--- src/rtl/vrms_pkg.sv ---
// ----------------------------------------------------------------------------
// vrms_pkg: shared types and constants
// Word formats, datapath widths and back-end states for the vector RMS block.
// ----------------------------------------------------------------------------
package vrms_pkg;

	localparam int unsigned SAMPLE_BITS = 16;
	localparam int unsigned MAX_LEN_DEF = 65536;
	localparam int unsigned SQ_W        = 2 * SAMPLE_BITS;
	localparam int unsigned SUM_W       = 47;
	localparam int unsigned FRAC_BITS   = 16;
	localparam int unsigned DIVIDEND_W  = SUM_W + FRAC_BITS;
	localparam int unsigned RAD_W       = 64;
	localparam int unsigned ROOT_W      = RAD_W / 2;
	localparam int unsigned SQREM_W     = ROOT_W + 2;
	localparam int unsigned RMS_W       = 24;
	localparam int unsigned COUNT_W     = 17;
	localparam int unsigned QUEUE_DEPTH = 2;

	typedef struct packed {
		logic signed [SAMPLE_BITS-1:0] sample;
		logic                          is_last;
	} in_word_t;

	typedef struct packed {
		logic [RMS_W-1:0]   rms_value;
		logic [COUNT_W-1:0] element_count;
		logic               overflowed;
	} out_word_t;

	typedef enum logic [1:0] {
		BK_IDLE,
		BK_DIV,
		BK_SQRT,
		BK_HOLD
	} back_state_t;

	typedef struct packed {
		logic pop;
		logic load_div;
		logic load_sqrt;
		logic load_out;
	} back_ctrl_t;

endpackage

--- src/rtl/vrms_stream_if.sv ---
// ----------------------------------------------------------------------------
// vrms_stream_if: valid/ready channel
// Carries one word of type T from a source to a sink.
// ----------------------------------------------------------------------------
interface vrms_stream_if #(
	parameter type T = logic
);
	logic valid;
	logic ready;
	T     data;

	modport source (output valid, output data, input ready);
	modport sink (input valid, input data, output ready);
endinterface

--- src/rtl/vrms_front.sv ---
// ----------------------------------------------------------------------------
// vrms_front: sample intake and accumulation
// Squares each sample, keeps the saturating sum of squares and the count, and
// hands the totals of a finished vector to the queue.
// ----------------------------------------------------------------------------
module vrms_front #(
	parameter int unsigned MAX_LEN = vrms_pkg::MAX_LEN_DEF,
	parameter int unsigned CNT_W   = $clog2(MAX_LEN + 1)
) (
	input  logic                     clk,
	input  logic                     arst_n,
	vrms_stream_if.sink              samples,
	output logic                     push,
	input  logic                     push_ready,
	output logic [vrms_pkg::SUM_W-1:0] rec_sum,
	output logic [CNT_W-1:0]         rec_count,
	output logic                     rec_ovf
);
	import vrms_pkg::*;

	logic [SAMPLE_BITS-1:0] raw;
	logic [SAMPLE_BITS-1:0] mag;
	logic [SQ_W-1:0]        sq_s1;
	logic                   last_s1;
	logic                   valid_s1;
	logic                   advance;
	logic [SUM_W-1:0]       sum_q;
	logic [CNT_W-1:0]       count_q;
	logic                   ovf_q;
	logic [SUM_W:0]         sum_add;
	logic                   at_max;

	assign raw = samples.data.sample;
	assign mag = raw[SAMPLE_BITS-1] ? (~raw + SAMPLE_BITS'(1)) : raw;

	assign advance       = valid_s1 && (!last_s1 || push_ready);
	assign samples.ready = !valid_s1 || advance;

	always_ff @(posedge clk or negedge arst_n) begin
		if (!arst_n) begin
			valid_s1 <= 1'b0;
		end else if (samples.ready) begin
			valid_s1 <= samples.valid;
		end
	end

	always_ff @(posedge clk) begin
		if (samples.valid && samples.ready) begin
			sq_s1   <= mag * mag;
			last_s1 <= samples.data.is_last;
		end
	end

	always_comb begin
		at_max  = (count_q == CNT_W'(MAX_LEN));
		sum_add = {1'b0, sum_q} + (SUM_W + 1)'(sq_s1);
		if (at_max) begin
			rec_sum   = sum_q;
			rec_count = count_q;
		end else begin
			rec_sum   = sum_add[SUM_W] ? {SUM_W{1'b1}} : sum_add[SUM_W-1:0];
			rec_count = count_q + CNT_W'(1);
		end
		rec_ovf = ovf_q | at_max;
	end

	assign push = advance && last_s1;

	always_ff @(posedge clk or negedge arst_n) begin
		if (!arst_n) begin
			sum_q   <= '0;
			count_q <= '0;
			ovf_q   <= 1'b0;
		end else if (advance) begin
			if (last_s1) begin
				sum_q   <= '0;
				count_q <= '0;
				ovf_q   <= 1'b0;
			end else begin
				sum_q   <= rec_sum;
				count_q <= rec_count;
				ovf_q   <= rec_ovf;
			end
		end
	end

endmodule

--- src/rtl/vrms_fifo.sv ---
// ----------------------------------------------------------------------------
// vrms_fifo: short queue between front and back
// Holds the totals of finished vectors until the back end takes them.
// ----------------------------------------------------------------------------
module vrms_fifo #(
	parameter int unsigned WIDTH = 8
) (
	input  logic             clk,
	input  logic             arst_n,
	input  logic             push,
	output logic             push_ready,
	input  logic [WIDTH-1:0] push_data,
	output logic             pop_valid,
	input  logic             pop,
	output logic [WIDTH-1:0] pop_data
);
	import vrms_pkg::*;

	localparam int unsigned PTR_W = $clog2(QUEUE_DEPTH);
	localparam int unsigned FILL_W = $clog2(QUEUE_DEPTH + 1);

	logic [WIDTH-1:0]  entry_q [QUEUE_DEPTH];
	logic [PTR_W-1:0]  wr_ptr_q;
	logic [PTR_W-1:0]  rd_ptr_q;
	logic [FILL_W-1:0] fill_q;
	logic              do_push;
	logic              do_pop;

	assign push_ready = (fill_q != FILL_W'(QUEUE_DEPTH));
	assign pop_valid  = (fill_q != '0);
	assign pop_data   = entry_q[rd_ptr_q];
	assign do_push    = push && push_ready;
	assign do_pop     = pop && pop_valid;

	always_ff @(posedge clk) begin
		if (do_push) begin
			entry_q[wr_ptr_q] <= push_data;
		end
	end

	always_ff @(posedge clk or negedge arst_n) begin
		if (!arst_n) begin
			wr_ptr_q <= '0;
			rd_ptr_q <= '0;
			fill_q   <= '0;
		end else begin
			if (do_push) begin
				wr_ptr_q <= (wr_ptr_q == PTR_W'(QUEUE_DEPTH - 1)) ? '0 : wr_ptr_q + PTR_W'(1);
			end
			if (do_pop) begin
				rd_ptr_q <= (rd_ptr_q == PTR_W'(QUEUE_DEPTH - 1)) ? '0 : rd_ptr_q + PTR_W'(1);
			end
			if (do_push && !do_pop) begin
				fill_q <= fill_q + FILL_W'(1);
			end else if (do_pop && !do_push) begin
				fill_q <= fill_q - FILL_W'(1);
			end
		end
	end

endmodule

--- src/rtl/vrms_back.sv ---
// ----------------------------------------------------------------------------
// vrms_back: mean and square root
// Divides the scaled sum of squares by the count one quotient bit per cycle,
// takes the integer square root one root bit per cycle, and holds the result
// word in an output register.
// ----------------------------------------------------------------------------
module vrms_back #(
	parameter int unsigned CNT_W = 17
) (
	input  logic                                 clk,
	input  logic                                 arst_n,
	input  logic                                 rec_valid,
	output logic                                 rec_pop,
	input  logic [vrms_pkg::SUM_W+CNT_W:0]       rec_data,
	vrms_stream_if.source                        results
);
	import vrms_pkg::*;

	localparam int unsigned STEP_W = $clog2(DIVIDEND_W);

	back_state_t           state_q;
	back_state_t           state_next;
	back_ctrl_t            ctrl;
	logic [STEP_W-1:0]     step_q;
	logic                  div_last;
	logic                  sqrt_last;

	logic [SUM_W-1:0]      in_sum;
	logic [CNT_W-1:0]      in_count;
	logic                  in_ovf;

	logic [DIVIDEND_W-1:0] dq_q;
	logic [CNT_W-1:0]      rem_q;
	logic [CNT_W-1:0]      div_q;
	logic                  ovf_q;
	logic [CNT_W:0]        rem_shift;
	logic                  rem_ge;
	logic [CNT_W:0]        rem_diff;
	logic [DIVIDEND_W-1:0] dq_next;

	logic [RAD_W-1:0]      rad_q;
	logic [SQREM_W-1:0]    sqrem_q;
	logic [ROOT_W-1:0]     root_q;
	logic [SQREM_W+1:0]    sq_trial;
	logic [SQREM_W+1:0]    sq_test;
	logic                  sq_ge;
	logic [SQREM_W+1:0]    sq_diff;
	logic [ROOT_W-1:0]     root_next;

	logic [CNT_W+COUNT_W-1:0] count_ext;
	logic                  out_valid_q;
	out_word_t             out_q;

	assign {in_sum, in_count, in_ovf} = rec_data;

	assign div_last  = (step_q == STEP_W'(DIVIDEND_W - 1));
	assign sqrt_last = (step_q == STEP_W'(ROOT_W - 1));

	always_comb begin
		state_next = state_q;
		case (state_q)
			BK_IDLE: if (rec_valid) state_next = BK_DIV;
			BK_DIV:  if (div_last) state_next = BK_SQRT;
			BK_SQRT: if (sqrt_last) state_next = BK_HOLD;
			BK_HOLD: if (!out_valid_q || results.ready) state_next = BK_IDLE;
			default: state_next = BK_IDLE;
		endcase
	end

	always_comb begin
		ctrl = '0;
		case (state_q)
			BK_IDLE: begin
				ctrl.pop      = rec_valid;
				ctrl.load_div = rec_valid;
			end
			BK_DIV:  ctrl.load_sqrt = div_last;
			BK_SQRT: ctrl.load_sqrt = 1'b0;
			BK_HOLD: ctrl.load_out = !out_valid_q || results.ready;
			default: ctrl = '0;
		endcase
	end

	assign rec_pop = ctrl.pop;

	always_ff @(posedge clk or negedge arst_n) begin
		if (!arst_n) begin
			state_q <= BK_IDLE;
			step_q  <= '0;
		end else begin
			state_q <= state_next;
			if (state_q != state_next || state_q == BK_IDLE) begin
				step_q <= '0;
			end else begin
				step_q <= step_q + STEP_W'(1);
			end
		end
	end

	// Restoring division: one quotient bit enters the shift register per cycle.
	always_comb begin
		rem_shift = {rem_q, dq_q[DIVIDEND_W-1]};
		rem_ge    = (rem_shift >= {1'b0, div_q});
		rem_diff  = rem_shift - {1'b0, div_q};
		dq_next   = {dq_q[DIVIDEND_W-2:0], rem_ge};
	end

	// Digit-by-digit square root: two radicand bits in, one root bit out.
	always_comb begin
		sq_trial  = {sqrem_q, rad_q[RAD_W-1 -: 2]};
		sq_test   = {2'b00, root_q, 2'b01};
		sq_ge     = (sq_trial >= sq_test);
		sq_diff   = sq_trial - sq_test;
		root_next = {root_q[ROOT_W-2:0], sq_ge};
	end

	always_ff @(posedge clk) begin
		if (ctrl.load_div) begin
			dq_q  <= {in_sum, FRAC_BITS'(0)};
			rem_q <= '0;
			div_q <= in_count;
			ovf_q <= in_ovf;
		end else if (state_q == BK_DIV) begin
			dq_q  <= dq_next;
			rem_q <= rem_ge ? rem_diff[CNT_W-1:0] : rem_shift[CNT_W-1:0];
		end
		if (ctrl.load_sqrt) begin
			rad_q   <= (div_q == '0) ? '0 : RAD_W'(dq_next);
			sqrem_q <= '0;
			root_q  <= '0;
		end else if (state_q == BK_SQRT) begin
			rad_q   <= {rad_q[RAD_W-3:0], 2'b00};
			sqrem_q <= sq_ge ? sq_diff[SQREM_W-1:0] : sq_trial[SQREM_W-1:0];
			root_q  <= root_next;
		end
	end

	assign count_ext = (CNT_W + COUNT_W)'(div_q);

	always_ff @(posedge clk or negedge arst_n) begin
		if (!arst_n) begin
			out_valid_q <= 1'b0;
		end else if (ctrl.load_out) begin
			out_valid_q <= 1'b1;
		end else if (results.ready) begin
			out_valid_q <= 1'b0;
		end
	end

	always_ff @(posedge clk) begin
		if (ctrl.load_out) begin
			out_q.rms_value     <= (root_q > ROOT_W'({RMS_W{1'b1}})) ? {RMS_W{1'b1}}
			                       : root_q[RMS_W-1:0];
			out_q.element_count <= count_ext[COUNT_W-1:0];
			out_q.overflowed    <= ovf_q;
		end
	end

	assign results.valid = out_valid_q;
	assign results.data  = out_q;

endmodule

--- src/rtl/vector_rms.sv ---
// ----------------------------------------------------------------------------
// vector_rms: root mean square of a streamed vector
// Accumulates squared samples up to the flagged last one and returns
// floor(sqrt(floor(sum * 65536 / count))) in unsigned Q.8 with the count.
// ----------------------------------------------------------------------------
//  Channel   Modport  Word type   Content
//  samples   sink     in_word_t   sample, is_last
//  results   source   out_word_t  rms_value, element_count, overflowed
//
// The front end takes one sample per cycle unless its last sample waits on a
// full queue; squaring and accumulation form a two-stage pipeline. Each finished
// vector enters a two-entry queue. The back end runs the shift-subtract divider,
// then the square root, then loads the output register, and takes no new vector
// until it is idle again. Reset clears all control state; a stalled result holds
// its register and the front keeps accepting until a finished vector meets a full queue.
module vector_rms #(
	parameter int unsigned MAX_LEN = vrms_pkg::MAX_LEN_DEF
) (
	input  logic          clk,
	input  logic          arst_n,
	vrms_stream_if.sink   samples,
	vrms_stream_if.source results
);
	import vrms_pkg::*;

	localparam int unsigned CNT_W = $clog2(MAX_LEN + 1);
	localparam int unsigned REC_W = SUM_W + CNT_W + 1;

	logic             push;
	logic             push_ready;
	logic [SUM_W-1:0] rec_sum;
	logic [CNT_W-1:0] rec_count;
	logic             rec_ovf;
	logic             rec_valid;
	logic             rec_pop;
	logic [REC_W-1:0] rec_data;

	vrms_front #(
		.MAX_LEN (MAX_LEN),
		.CNT_W   (CNT_W)
	) u_front (
		.clk        (clk),
		.arst_n     (arst_n),
		.samples    (samples),
		.push       (push),
		.push_ready (push_ready),
		.rec_sum    (rec_sum),
		.rec_count  (rec_count),
		.rec_ovf    (rec_ovf)
	);

	vrms_fifo #(
		.WIDTH (REC_W)
	) u_fifo (
		.clk        (clk),
		.arst_n     (arst_n),
		.push       (push),
		.push_ready (push_ready),
		.push_data  ({rec_sum, rec_count, rec_ovf}),
		.pop_valid  (rec_valid),
		.pop        (rec_pop),
		.pop_data   (rec_data)
	);

	vrms_back #(
		.CNT_W (CNT_W)
	) u_back (
		.clk       (clk),
		.arst_n    (arst_n),
		.rec_valid (rec_valid),
		.rec_pop   (rec_pop),
		.rec_data  (rec_data),
		.results   (results)
	);

endmodule

--- src/flat_wrapper.sv ---
// flat-port wrapper written by rule: the top's interface ports become plain ports
module vector_rms_flat import vrms_pkg::*;
#(
	parameter int unsigned MAX_LEN = vrms_pkg::MAX_LEN_DEF
)
  (clk, arst_n, samples_valid, samples_data, samples_ready, results_valid, results_data, results_ready);
  vrms_stream_if #(.T(in_word_t)) samples_i ();
  vrms_stream_if #(.T(out_word_t)) results_i ();
  input  logic clk;
  input  logic arst_n;
  input wire logic [$bits(samples_i.valid)-1:0] samples_valid;
  input wire logic [$bits(samples_i.data)-1:0] samples_data;
  output wire logic [$bits(samples_i.ready)-1:0] samples_ready;
  output wire logic [$bits(results_i.valid)-1:0] results_valid;
  output wire logic [$bits(results_i.data)-1:0] results_data;
  input wire logic [$bits(results_i.ready)-1:0] results_ready;
  assign samples_i.valid = samples_valid;
  assign samples_i.data = samples_data;
  assign samples_ready = samples_i.ready;
  assign results_valid = results_i.valid;
  assign results_data = results_i.data;
  assign results_i.ready = results_ready;
  vector_rms #(.MAX_LEN(MAX_LEN)) u_core (.clk(clk), .arst_n(arst_n), .samples(samples_i), .results(results_i));
endmodule
--- config.mk ---
export PLATFORM = sky130hd
export DESIGN_NAME = vector_rms_flat
export DESIGN_NICKNAME = d
export VERILOG_FILES = /design/src/rtl/vrms_pkg.sv /design/src/rtl/vrms_stream_if.sv /design/src/rtl/vrms_front.sv /design/src/rtl/vrms_fifo.sv /design/src/rtl/vrms_back.sv /design/src/rtl/vector_rms.sv /design/src/flat_wrapper.sv
export SDC_FILE = /design/constraint.sdc
export NUM_CORES = 1
export LEC_CHECK = 0
export BUFFER_PORTS_ARGS = -buffer_cell sky130_fd_sc_hd__buf_4
export CAP_MARGIN = 20
export CORE_MARGIN = 5
export CORE_UTILIZATION = 40
export CTS_CLUSTER_SIZE = 20
export DETAILED_ROUTE_END_ITERATION = 8
export PLACE_DENSITY = 0.62
export SLEW_MARGIN = 0
export SYNTH_ARGS = -nofsm -noshare
export SYNTH_HDL_FRONTEND = slang
export SYNTH_SLANG_ARGS = --single-unit
--- constraint.sdc ---
create_clock -name clk -period 9.3 [get_ports clk]
set_input_delay 1.86 -clock clk [delete_from_list [all_inputs] [get_ports clk]]
set_output_delay 1.86 -clock clk [all_outputs]
set_load 0.01 [all_outputs]
==> results.yml <==
routing:
  vias_per_cell: 5.104
  ant_nets: 0
  firstDrtPassIters: 5
  drt-total-wl_um: 66630
  wl_per_cell_um: 15.83
  first_iter_violations: 1080
  vias: 21490
  drc: 0
yosys:
  synthArstFlopShare_pct: 15.46
  yosysMostFrequentCell: "inv_1"
  synth_edf_count: 333
  netlist_top_cells_count: "inv_1, edfxtp_1, nand2_1, o21ai_0, nor2_1"
  seq_area_frac_synth_pct: 44.12
  synth_top_cell_by_area: "edfxtp_1"
  avgSynthCellArea_um2: 10.49
  yosys.cell_types.count: 82
  synthTopCellsByArea: "edfxtp_1, fa_1, ha_1"
  yosysWarnings: 0
  syn_inst: 3017
  synth-seq-cells: 511
  synth_ff_type: "edfxtp_1"
  synth_top_area_share_pct: 31.60
  synthesis.area_mm2: 0.03164
timing:
  relSlewSlack_pct: 27.91
  period_needed_ps: 8941
  fin_crit_sh_pct: 96.14
  slew_violations: 0
  layout_setup_ws_ps: 358.6
  setup_viol: 0
  tns_ps: 0
  worstMarginPinSlew_ps: 1081
  max_freq_mhz: 111.8
  rsz0062_at_grt: "false"
  hold_viol_final: 0
  finalClockSkew_ps: 23.41
pwr:
  ir_worst_vdd_v: 0.0006907
  leakagePower_nw: 15.35
  power_density_mw_per_mm2: 378.8
  total_power_mw: 13.44
run_status:
  status: "completed"
final_layout:
  layout.nets: 3493
  nFillCells: 7318
  areaGrowthSynthToFinish_pct: 12.10
  drive_gt1_share_pct: 9.684
  diodes: 0
die:
  io_pins: 65
  die_h_um: 291.3
  num_rows: 103
  coreArea_mm2: 0.07874
  die_area_mm2: 0.08483
  die_x_um: 291.3
  initial_core_util_pct: 40.18
grt:
  grt_max_degree: 95
  grt_usage_pct: 15.48
  antenna_found_initial: 0
  grt_pass1_vias: 21490
  overflow: 0
  grt_pass1_wl_um: 111100
worst_setup_path:
  r2r_start: "u_core.u_back.root_q[5]$_SDFFE_PP0P_"
  critPathSlowestCell: "or4b_1"
  cp_max_fo: 4
  rr_endpoint: "u_core.u_back.sqrem_q[27]$_SDFFE_PP0P_"
  cpMostUsedCell: "fa_1"
  required_ps: 9650
  crit_type: "input pin to flip-flop"
  cpPeakStageDelay_ps: 560
  critPathLaunchType: "input pin"
  reg2reg_depth: 13
  startpoint: "samples_data[9]"
  r2r_setup_slack_ps: 4770
  worstPathArrival_ps: 9290
  path_delay_family: "adder cells"
  end_kind: "flip-flop"
  worst-path-buf-inv: 5
clock_network:
  post_cts_buffers: 0
  cts_tree: "done"
  path_clk_slew_ps: 60
  clk_path_buf_depth: 3
  htreeDepth: 2
  insertion_delay_ps: 600
  cts_inserted_buffers: 51
  cts-root-buf: "clkbuf_16"
  cts.sink_count: 511
job:
  drv_cap: 0
place:
  io_buffers: 64
  dp_slack_ps: -322.5
  gp_congestion: 0.8637
  dp_hpwl_um: 47650
min_path:
  min_path_cells: 0
  hold_path_startpoint: "u_core.u_back.ovf_q$_DFFE_PP_"
  worstHoldPathType: "flip-flop to flip-flop"
  holdPathEnd: "u_core.u_back.results.data[0]$_DFFE_PP_"
[cells in the final DEF (no fill, tap or decap), types with 12 or more instances in the layout]
master,netlist,final
o31ai_1,13,13
inv_1,337,336
a22o_1,93,93
buf_4,5,160
mux2_2,24,24
and3_1,26,25
xnor2_1,89,89
fa_1,166,166
a31oi_1,15,15
a21oi_1,141,139
a21o_1,56,56
o21ai_0,218,218
dfxtp_1,99,99
nor2b_1,21,20
ha_1,189,189
o21bai_1,14,14
dfrtp_1,79,78
nor3_1,24,24
xor2_1,53,52
edfxtp_1,333,333
nand2b_1,21,20
clkbuf_16,0,51
mux2i_1,73,73
clkbuf_1,101,12
nand4_1,23,23
a211oi_1,14,12
and2_1,17,17
nand3_1,98,98
o21a_1,25,25
nand2_1,289,287
clkinv_1,5,12
nor2_1,194,190
[flip-flops by register name (all words and copies together) (netlist names), 17 cells and up]
name,count
u_core.u_back.dq_q,63
u_core.u_back.root_q,32
u_core.u_back.sqrem_q,34
u_core.u_fifo.entry_q,130
u_core.u_back.rem_q,17
u_core.u_front.sum_q,47
u_core.u_back.results.data,42
u_core.u_back.div_q,17
u_core.u_back.rad_q,64
u_core.u_front.sq_s1,31
u_core.u_front.count_q,17
[through the flow]
stage,instances,utilization [%],hold WS (ps),cell area [um2]
after floorplan,3026,-,400.3,31700
after global placement,4113,42.93,422.6,33800
after detailed placement,4114,42.94,426.4,33810
after CTS,4210,45.03,461.7,35460
after global routing,4210,45.04,495.1,35470
final,4210,45.04,457.5,35470
[kinds of logic after synthesis]
logic type / count (synthesis) / synth area share (%)
XOR/XNOR: 143 / 3.982
AND/OR/NAND/NOR: 753 / 10.73
flip-flops: 511 / 44.12
multiplexers: 97 / 3.164
other: 2 / 0.02374
AO/OA/AOI/OAI: 691 / 14.33
adder cells (fa/ha/maj): 355 / 17.98
buffers and inverters: 465 / 5.671
[how the worst max path moves through the flow]
stage	slack [ps]	cells after the start	to
after detailed placement	-320	26	u_core.u_front.sq_s1[31]$_DFFE_PP_
after global placement	-250	26	u_core.u_front.sq_s1[31]$_DFFE_PP_
after CTS	290	26	u_core.u_front.sq_s1[31]$_DFFE_PP_
after global routing	10	28	u_core.u_front.sq_s1[31]$_DFFE_PP_
final	360	26	u_core.u_front.sq_s1[31]$_DFFE_PP_
after floorplan	7	27	u_core.u_front.sq_s1[30]$_DFFE_PP_
[timing repair]
item	4_1_cts	5_1_grt
hold buffers	0	0
endpoints found under the setup margin	0	1
gates resized for setup	0	1
[power breakdown]
group / internal [mW] / total [mW] / switching [mW]
Sequential: 3.21 / 3.35 / 0.144
Combinational: 3.75 / 8.05 / 4.31
Clock: 1.14 / 2.03 / 0.892
[layer usage]
| metal | track usage, % | part of all wire, % | vias up |
|---|---|---|---|
| li1 | - | - | 10740 |
| met1 | 22.05 | 49 | 10370 |
| met2 | 25.41 | 46 | 302 |
| met3 | 1.953 | 3.3 | 80 |
| met4 | 3.654 | 2.1 | 0 |
| met5 | 0 | 0 | - |
[final cells by class]
type,count,area (um2),area share (%)
flip-flops and latches,511,13960,39.37
inverters,343,1287,3.630
well taps,1050,1314,3.704
clock inverters,29,275.3,0.7761
multi-input cells,2050,16050,45.26
repair buffers,160,1201,3.387
clock buffers,67,1376,3.880
Note: power is estimated with default switching activity, not from simulation.
